File: src/design/ifta_pkg.sv
package ifta_pkg;

    localparam int BYTE_W = 8;
    localparam int MODE_W = 2;
    localparam int LEN_W  = 5;

    localparam logic [MODE_W-1:0] MODE_BYTE    = 2'd0;
    localparam logic [MODE_W-1:0] MODE_OVERRUN = 2'd1;
    localparam logic [MODE_W-1:0] MODE_TICK    = 2'd2;

    localparam logic [0:0] REG_IDLE_TICKS = 1'b0;

    localparam logic [BYTE_W-1:0] IDLE_TICKS_RESET = 8'd10;

    typedef logic [BYTE_W-1:0] byte_t;

    typedef struct packed {
        logic load;
        logic shift;
    } cell_ctl_t;

endpackage

File: src/design/ifta_if.sv
interface ifta_rx_if;
    logic                         valid;
    logic                         ready;
    logic [ifta_pkg::MODE_W-1:0]  mode;
    logic [ifta_pkg::BYTE_W-1:0]  rx_byte;

    modport source (output valid, output mode, output rx_byte, input ready);
    modport sink (input valid, input mode, input rx_byte, output ready);
endinterface

interface ifta_frame_if;
    logic                         valid;
    logic                         ready;
    logic [ifta_pkg::BYTE_W-1:0]  frame_byte;
    logic [ifta_pkg::LEN_W-1:0]   frame_length;
    logic                         last;

    modport source (output valid, output frame_byte, output frame_length, output last,
                    input ready);
    modport sink (input valid, input frame_byte, input frame_length, input last,
                  output ready);
endinterface

File: src/design/ifta_cell.sv
module ifta_cell
(
    input  logic                 clk,
    input  ifta_pkg::cell_ctl_t  ctl,
    input  ifta_pkg::byte_t      load_data,
    input  ifta_pkg::byte_t      shift_in,
    output ifta_pkg::byte_t      q
);

    ifta_pkg::byte_t data_reg;
    ifta_pkg::byte_t data_next;

    always_comb
    begin
        data_next = data_reg;
        if (ctl.shift)
        begin
            data_next = shift_in;
        end
        else if (ctl.load)
        begin
            data_next = load_data;
        end
    end

    always_ff @(posedge clk)
    begin
        data_reg <= data_next;
    end

    assign q = data_reg;

endmodule

File: src/design/ifta_chain.sv
module ifta_chain
#(
    parameter int FRAME_BYTES = 16,
    parameter int FILL_W      = 5
)
(
    input  logic                 clk,
    input  logic                 load,
    input  logic                 shift,
    input  logic [FILL_W-1:0]    fill,
    input  ifta_pkg::byte_t      load_data,
    output ifta_pkg::byte_t      head
);

    ifta_pkg::byte_t q [FRAME_BYTES];

    genvar i;
    generate
        for (i = 0; i < FRAME_BYTES; i++)
        begin : g_cell
            ifta_pkg::cell_ctl_t ctl;
            ifta_pkg::byte_t     shift_in;

            assign ctl.load  = load && (fill == FILL_W'(i));
            assign ctl.shift = shift;

            if (i == FRAME_BYTES - 1)
            begin : g_tail
                assign shift_in = '0;
            end
            else
            begin : g_inner
                assign shift_in = q[i+1];
            end

            ifta_cell u_cell
            (
                .clk       (clk),
                .ctl       (ctl),
                .load_data (load_data),
                .shift_in  (shift_in),
                .q         (q[i])
            );
        end
    endgenerate

    assign head = q[0];

endmodule

File: src/design/idle_timeout_frame_assembler.sv
// Collects received bytes into a row of FRAME_BYTES cells and closes the frame after
// idle_ticks poll ticks without a new byte (never while idle_ticks is zero). An input item
// (byte, overrun byte or poll tick) is taken whenever no frame is being sent out. The tick
// that closes a non-empty frame is followed by one output item per cycle while the output
// side is ready, frame length items in all, as the row of cells shifts its bytes toward
// the head; input is held off until the last item has been taken.
module idle_timeout_frame_assembler
#(
    parameter int FRAME_BYTES = 16
)
(
    input  logic                clk,
    input  logic                rst_n,
    ifta_rx_if.sink             rx,
    ifta_frame_if.source        frame,
    input  logic                psel,
    input  logic                penable,
    input  logic                pwrite,
    input  logic [2:0]          paddr,
    input  logic [31:0]         pwdata,
    output logic [31:0]         prdata,
    output logic                pready
);

    localparam int FILL_W = $clog2(FRAME_BYTES + 1);

    ifta_pkg::byte_t      idle_ticks_reg;
    ifta_pkg::byte_t      idle_ticks_next;
    ifta_pkg::byte_t      countdown_reg;
    ifta_pkg::byte_t      countdown_next;
    logic [FILL_W-1:0]    fill_reg;
    logic [FILL_W-1:0]    fill_next;
    logic [FILL_W-1:0]    remain_reg;
    logic [FILL_W-1:0]    remain_next;
    logic [ifta_pkg::LEN_W-1:0] len_reg;
    logic [ifta_pkg::LEN_W-1:0] len_next;
    logic                 drain_reg;
    logic                 drain_next;

    logic                 rx_take;
    logic                 out_take;
    logic                 cell_load;
    logic                 cfg_write;
    ifta_pkg::byte_t      head;

    assign pready    = 1'b1;
    assign cfg_write = psel && penable && pwrite && pready;
    assign prdata    = (paddr[2] == ifta_pkg::REG_IDLE_TICKS) ? {24'd0, idle_ticks_reg}
                                                               : 32'd0;

    assign rx.ready  = !drain_reg;
    assign rx_take   = rx.valid && rx.ready;
    assign out_take  = frame.valid && frame.ready;

    assign cell_load = rx_take && (rx.mode == ifta_pkg::MODE_BYTE)
                       && (fill_reg < FILL_W'(FRAME_BYTES));

    always_comb
    begin
        idle_ticks_next = idle_ticks_reg;
        if (cfg_write && (paddr[2] == ifta_pkg::REG_IDLE_TICKS))
        begin
            idle_ticks_next = pwdata[7:0];
        end
    end

    always_comb
    begin
        countdown_next = countdown_reg;
        fill_next      = fill_reg;
        remain_next    = remain_reg;
        len_next       = len_reg;
        drain_next     = drain_reg;

        if (rx_take)
        begin
            unique case (rx.mode)
                ifta_pkg::MODE_BYTE:
                begin
                    countdown_next = idle_ticks_reg;
                    if (cell_load)
                    begin
                        fill_next = fill_reg + 1'b1;
                    end
                end
                ifta_pkg::MODE_TICK:
                begin
                    if (countdown_reg != '0)
                    begin
                        countdown_next = countdown_reg - 1'b1;
                        if (countdown_reg == 8'd1)
                        begin
                            fill_next = '0;
                            if (fill_reg != '0)
                            begin
                                drain_next  = 1'b1;
                                remain_next = fill_reg;
                                len_next    = ifta_pkg::LEN_W'(fill_reg);
                            end
                        end
                    end
                end
                default:
                begin
                end
            endcase
        end

        if (out_take)
        begin
            remain_next = remain_reg - 1'b1;
            if (remain_reg == FILL_W'(1))
            begin
                drain_next = 1'b0;
            end
        end
    end

    always_ff @(posedge clk or negedge rst_n)
    begin
        if (!rst_n)
        begin
            idle_ticks_reg <= ifta_pkg::IDLE_TICKS_RESET;
            countdown_reg  <= '0;
            fill_reg       <= '0;
            remain_reg     <= '0;
            drain_reg      <= 1'b0;
        end
        else
        begin
            idle_ticks_reg <= idle_ticks_next;
            countdown_reg  <= countdown_next;
            fill_reg       <= fill_next;
            remain_reg     <= remain_next;
            drain_reg      <= drain_next;
        end
    end

    always_ff @(posedge clk)
    begin
        len_reg <= len_next;
    end

    ifta_chain
    #(
        .FRAME_BYTES (FRAME_BYTES),
        .FILL_W      (FILL_W)
    )
    u_chain
    (
        .clk       (clk),
        .load      (cell_load),
        .shift     (out_take),
        .fill      (fill_reg),
        .load_data (rx.rx_byte),
        .head      (head)
    );

    assign frame.valid        = drain_reg;
    assign frame.frame_byte   = head;
    assign frame.frame_length = len_reg;
    assign frame.last         = (remain_reg == FILL_W'(1));

endmodule

File: src/flat_wrapper.sv
// flat-port wrapper written by rule: the top's interface ports become plain ports
module idle_timeout_frame_assembler_flat 
#(
    parameter int FRAME_BYTES = 16
)
  (clk, rst_n, psel, penable, pwrite, paddr, pwdata, prdata, pready, rx_valid, rx_mode, rx_rx_byte, rx_ready, frame_valid, frame_frame_byte, frame_frame_length, frame_last, frame_ready);
  ifta_rx_if rx_i ();
  ifta_frame_if frame_i ();
  input  logic clk;
  input  logic rst_n;
  input  logic psel;
  input  logic penable;
  input  logic pwrite;
  input  logic [2:0] paddr;
  input  logic [31:0] pwdata;
  output logic [31:0] prdata;
  output logic pready;
  input wire logic [$bits(rx_i.valid)-1:0] rx_valid;
  input wire logic [$bits(rx_i.mode)-1:0] rx_mode;
  input wire logic [$bits(rx_i.rx_byte)-1:0] rx_rx_byte;
  output wire logic [$bits(rx_i.ready)-1:0] rx_ready;
  output wire logic [$bits(frame_i.valid)-1:0] frame_valid;
  output wire logic [$bits(frame_i.frame_byte)-1:0] frame_frame_byte;
  output wire logic [$bits(frame_i.frame_length)-1:0] frame_frame_length;
  output wire logic [$bits(frame_i.last)-1:0] frame_last;
  input wire logic [$bits(frame_i.ready)-1:0] frame_ready;
  assign rx_i.valid = rx_valid;
  assign rx_i.mode = rx_mode;
  assign rx_i.rx_byte = rx_rx_byte;
  assign rx_ready = rx_i.ready;
  assign frame_valid = frame_i.valid;
  assign frame_frame_byte = frame_i.frame_byte;
  assign frame_frame_length = frame_i.frame_length;
  assign frame_last = frame_i.last;
  assign frame_i.ready = frame_ready;
  idle_timeout_frame_assembler #(.FRAME_BYTES(FRAME_BYTES)) u_core (.clk(clk), .rst_n(rst_n), .rx(rx_i), .frame(frame_i), .psel(psel), .penable(penable), .pwrite(pwrite), .paddr(paddr), .pwdata(pwdata), .prdata(prdata), .pready(pready));
endmodule
File: config.mk
export PLATFORM = sky130hd
export DESIGN_NAME = idle_timeout_frame_assembler_flat
export DESIGN_NICKNAME = d
export VERILOG_FILES = /design/src/design/ifta_pkg.sv /design/src/design/ifta_if.sv /design/src/design/ifta_cell.sv /design/src/design/ifta_chain.sv /design/src/design/idle_timeout_frame_assembler.sv /design/src/flat_wrapper.sv
export SDC_FILE = /design/constraint.sdc
export NUM_CORES = 1
export LEC_CHECK = 0
export BUFFER_PORTS_ARGS = -buffer_cell sky130_fd_sc_hd__buf_4
export CORE_ASPECT_RATIO = 1.2
export CORE_MARGIN = 2
export CORE_UTILIZATION = 45
export CTS_CLUSTER_DIAMETER = 100
export DETAILED_ROUTE_END_ITERATION = 8
export GPL_TIMING_DRIVEN = 0
export PLACE_DENSITY = 0.67
export REMOVE_ABC_BUFFERS = 1
export SKIP_CTS_REPAIR_TIMING = 1
export SYNTH_ARGS = -nofsm -noshare
export SYNTH_HDL_FRONTEND = slang
export SYNTH_HIERARCHICAL = 1
export SYNTH_SLANG_ARGS = --single-unit
export TNS_END_PERCENT = 30
File: constraint.sdc
create_clock -name clk -period 2.39 [get_ports clk]
set_input_delay 0.478 -clock clk [delete_from_list [all_inputs] [get_ports clk]]
set_output_delay 0.478 -clock clk [all_outputs]
set_load 0.02 [all_outputs]
==> results.sh <==
export IMPL_place_area_um2=8560
export IMPL_cts_sinks=160
export IMPL_ir_worst_vdd_mv=0.562
export IMPL_row_count=53
export IMPL_leakage_nw=3.66
export IMPL_final_util=0.520
export IMPL_finalSetupViolCount=0
export IMPL_grt_pass1_vias=4207
export IMPL_clock_fmax_mhz=424
export IMPL_fin_cells=804
export IMPL_diodes=0
export IMPL_slowest_stage="buf_16"
export IMPL_antenna_found_initial=0
export IMPL_dp_cells=770
export IMPL_ys_warn_count=6
export IMPL_ys_ff_latch=160
export IMPL_portBuffers=49
export IMPL_synth_xor_area_share=0.00107
export IMPL_power_density_nw_per_um2=1030
export IMPL_syn_avg_cell_area_um2=15.8
export IMPL_slowest_delay_ps=510
export IMPL_post_drt_wl_per_cell_um=15.8
export IMPL_area_delta_synth_final_pct=12.4
export IMPL_place_hpwl_mm=8.46
export IMPL_grt_use_met1=0.169
export IMPL_die_h_um=152
export IMPL_start_util=0.463
export IMPL_critPathArrivalTime_ps=2520
export IMPL_synth_fa_ha_area_frac=0.00919
export IMPL_grtUsageMet3=0.0302
export IMPL_io_pins=101
export IMPL_die_area_um2=19200
export IMPL_num_nets_final=629
export IMPL_htree_levels=4
export IMPL_route_detailed_drc=0
export IMPL_synth_distinct_cells=56
export IMPL_setup_worst_path_class="register to register"
export IMPL_netlist_area_um2=8170
export IMPL_clock_latency_ps=420
export IMPL_grt_max_degree=100
export IMPL_path_clk_slew_ps=60
export IMPL_slew_headroom=0.506
export IMPL_core_area_um2=17600
export IMPL_vias_per_cell=5.13
export IMPL_top_usage_layer="met2"
export IMPL_seq_area_frac_synth=0.572
export IMPL_synth_mux_area_frac=0.249
export IMPL_place_congestion=0.742
export IMPL_cts_buffers=17
export IMPL_largest_reg_flops=128
export IMPL_final_cell_mix="133 x edfxtp_1, 129 x mux2_4, 50 x buf_4"
export IMPL_post_route_period_util=0.986
export IMPL_holdWs_ps=291
export IMPL_rsz0062_at_grt="true"
export IMPL_synth_top_family_by_area="multiplexers"
export IMPL_cts_tree="yes"
export IMPL_crit_path_cell_trace="nand2_1 > clkinv_8 > buf_16 > mux2_4"
export IMPL_power_total_mw=9.44
export IMPL_hold_path_class="input pin to register"
export IMPL_gr_total_overflow=0
export IMPL_period_needed_ps=2360
export IMPL_fp_dieW_um=127
export IMPL_outcome="finished clean"
export IMPL_synth_enable_flop_cells=133
export IMPL_maxCapViolations=0
export IMPL_ctsRootBufferMaster="clkbuf_16"
export IMPL_drive_gt1_frac=0.409
export IMPL_drt_iter0_drc=357
export IMPL_skew_ps=6.58
export IMPL_finalHoldViolCount=0
export IMPL_final_common_cell="edfxtp_1"
export IMPL_startpoint_type="register"
export IMPL_synth_simple_area_share=0.0743
export IMPL_endpoint_kind="register"
export IMPL_worstPathMaxFanout=99
export IMPL_drtAntennaViolNets=0
export IMPL_synth_ff_type="edfxtp_1"
export IMPL_wirelength_mm=12.7
export IMPL_fin_area_um2=9180
export IMPL_async_flop_share=0.169
export IMPL_grtUsageMet2=0.222
export IMPL_via_count=4125
export IMPL_drv_slew=0
export IMPL_grt_pass1_wl_mm=20.5
export IMPL_firstDrtPassIters=4
export IMPL_crit_required_ps=2560
export IMPL_synth_compound_area_frac=0.0394
export IMPL_grt_usage=0.134
export IMPL_synthCells=518
export IMPL_worst_pin_slew_ps=741
export IMPL_max_clock_path_buffers=2
-- synthesized netlist by cell type, types with 4 or more instances --
| master | number | area (µm²) |
|---|---|---|
| edfxtp_1 | 133 | 3990 |
| mux2_4 | 129 | 1940 |
| buf_4 | 25 | 188 |
| dfrtp_1 | 25 | 626 |
| nor2_1 | 22 | 82.6 |
| buf_6 | 16 | 180 |
| or2_1 | 16 | 100 |
| a21oi_1 | 12 | 60.1 |
| nand2_1 | 12 | 45.0 |
| o21ai_0 | 11 | 55.1 |
| inv_1 | 10 | 37.5 |
| nor2b_1 | 9 | 56.3 |
| mux2_2 | 8 | 90.1 |
| nor3_1 | 7 | 35.0 |
| ha_1 | 6 | 75.1 |
| nand2b_1 | 6 | 37.5 |
| clkbuf_1 | 5 | 18.8 |
| nand3_1 | 5 | 25.0 |
| a22oi_1 | 4 | 30.0 |
| a31oi_1 | 4 | 25.0 |
-- routing by layer --
metal  up-vias  routed length, µm
met5         -                  0
met4         0                161
met2        71               6290
met3        12                392
li1       2002                  -
met1      2040               5830
-- final timing paths --
kind	from	to	slack (ps)	depth (start not counted)
min reg2reg	u_core/u_chain/g_cell[9].u_cell/q[1]	u_core/u_chain/g_cell[8].u_cell/q[1]	540	1
max	u_core/frame.valid	u_core/u_chain/g_cell[1].u_cell/q[3]	30	4
min	pwdata[7]	u_core/idle_ticks_reg[7]	290	2
max in group asynchronous	rst_n	u_core/idle_ticks_reg[1]	1570	2
max reg2reg	u_core/frame.valid	u_core/u_chain/g_cell[1].u_cell/q[3]	30	4
min in group asynchronous	rst_n	u_core/countdown_reg[1]	510	2
-- worst max-delay path, delay by kind of cell (launching register included) --
family / cells / cell delay [ps]
mux: 1 / 350
flops: 1 / 430
simple gates: 1 / 300
buf+inv: 2 / 860
-- cell type report --
cell class | instances | area (µm²)
fillers | 1447 | 8460
clock buffers | 18 | 429
flip-flops and latches | 160 | 4670
well taps | 220 | 275
clock inverters | 14 | 130
inverters | 10 | 50.0
multi-input cells | 330 | 3210
repair buffers | 52 | 413
-- kinds of logic (layout without fill, tap and decap cells) --
| kind of cell | Yosys count | count (layout) |
|---|---|---|
| XOR/XNOR | 1 | 1 |
| flip-flops | 160 | 160 |
| adder cells (fa/ha/maj) | 6 | 6 |
| AND/OR/NAND/NOR | 103 | 103 |
| AO/OA/AOI/OAI | 49 | 49 |
| other | 3 | 33 |
| multiplexers | 138 | 138 |
| buffers and inverters | 58 | 94 |
-- metrics by stage --
| stage | setup WS (ps) | TNS (ps) |
|---|---|---|
| after floorplan | -3300 | -846700 |
| after global placement | -4340 | -1110310 |
| after detailed placement | -607 | -62860 |
| after CTS | -583 | -54490 |
| after global routing | -52.5 | -3250 |
| final | 34.3 | 0 |
-- report_power, final --
part / switching, mW / internal, mW / leakage (nW)
clock network: 1.09 / 1.45 / 0.273
registers: 0.374 / 3.95 / 1.58
logic: 1.21 / 1.36 / 1.82
total: 2.68 / 6.76 / 3.66
(Power assumes the default switching activity.)
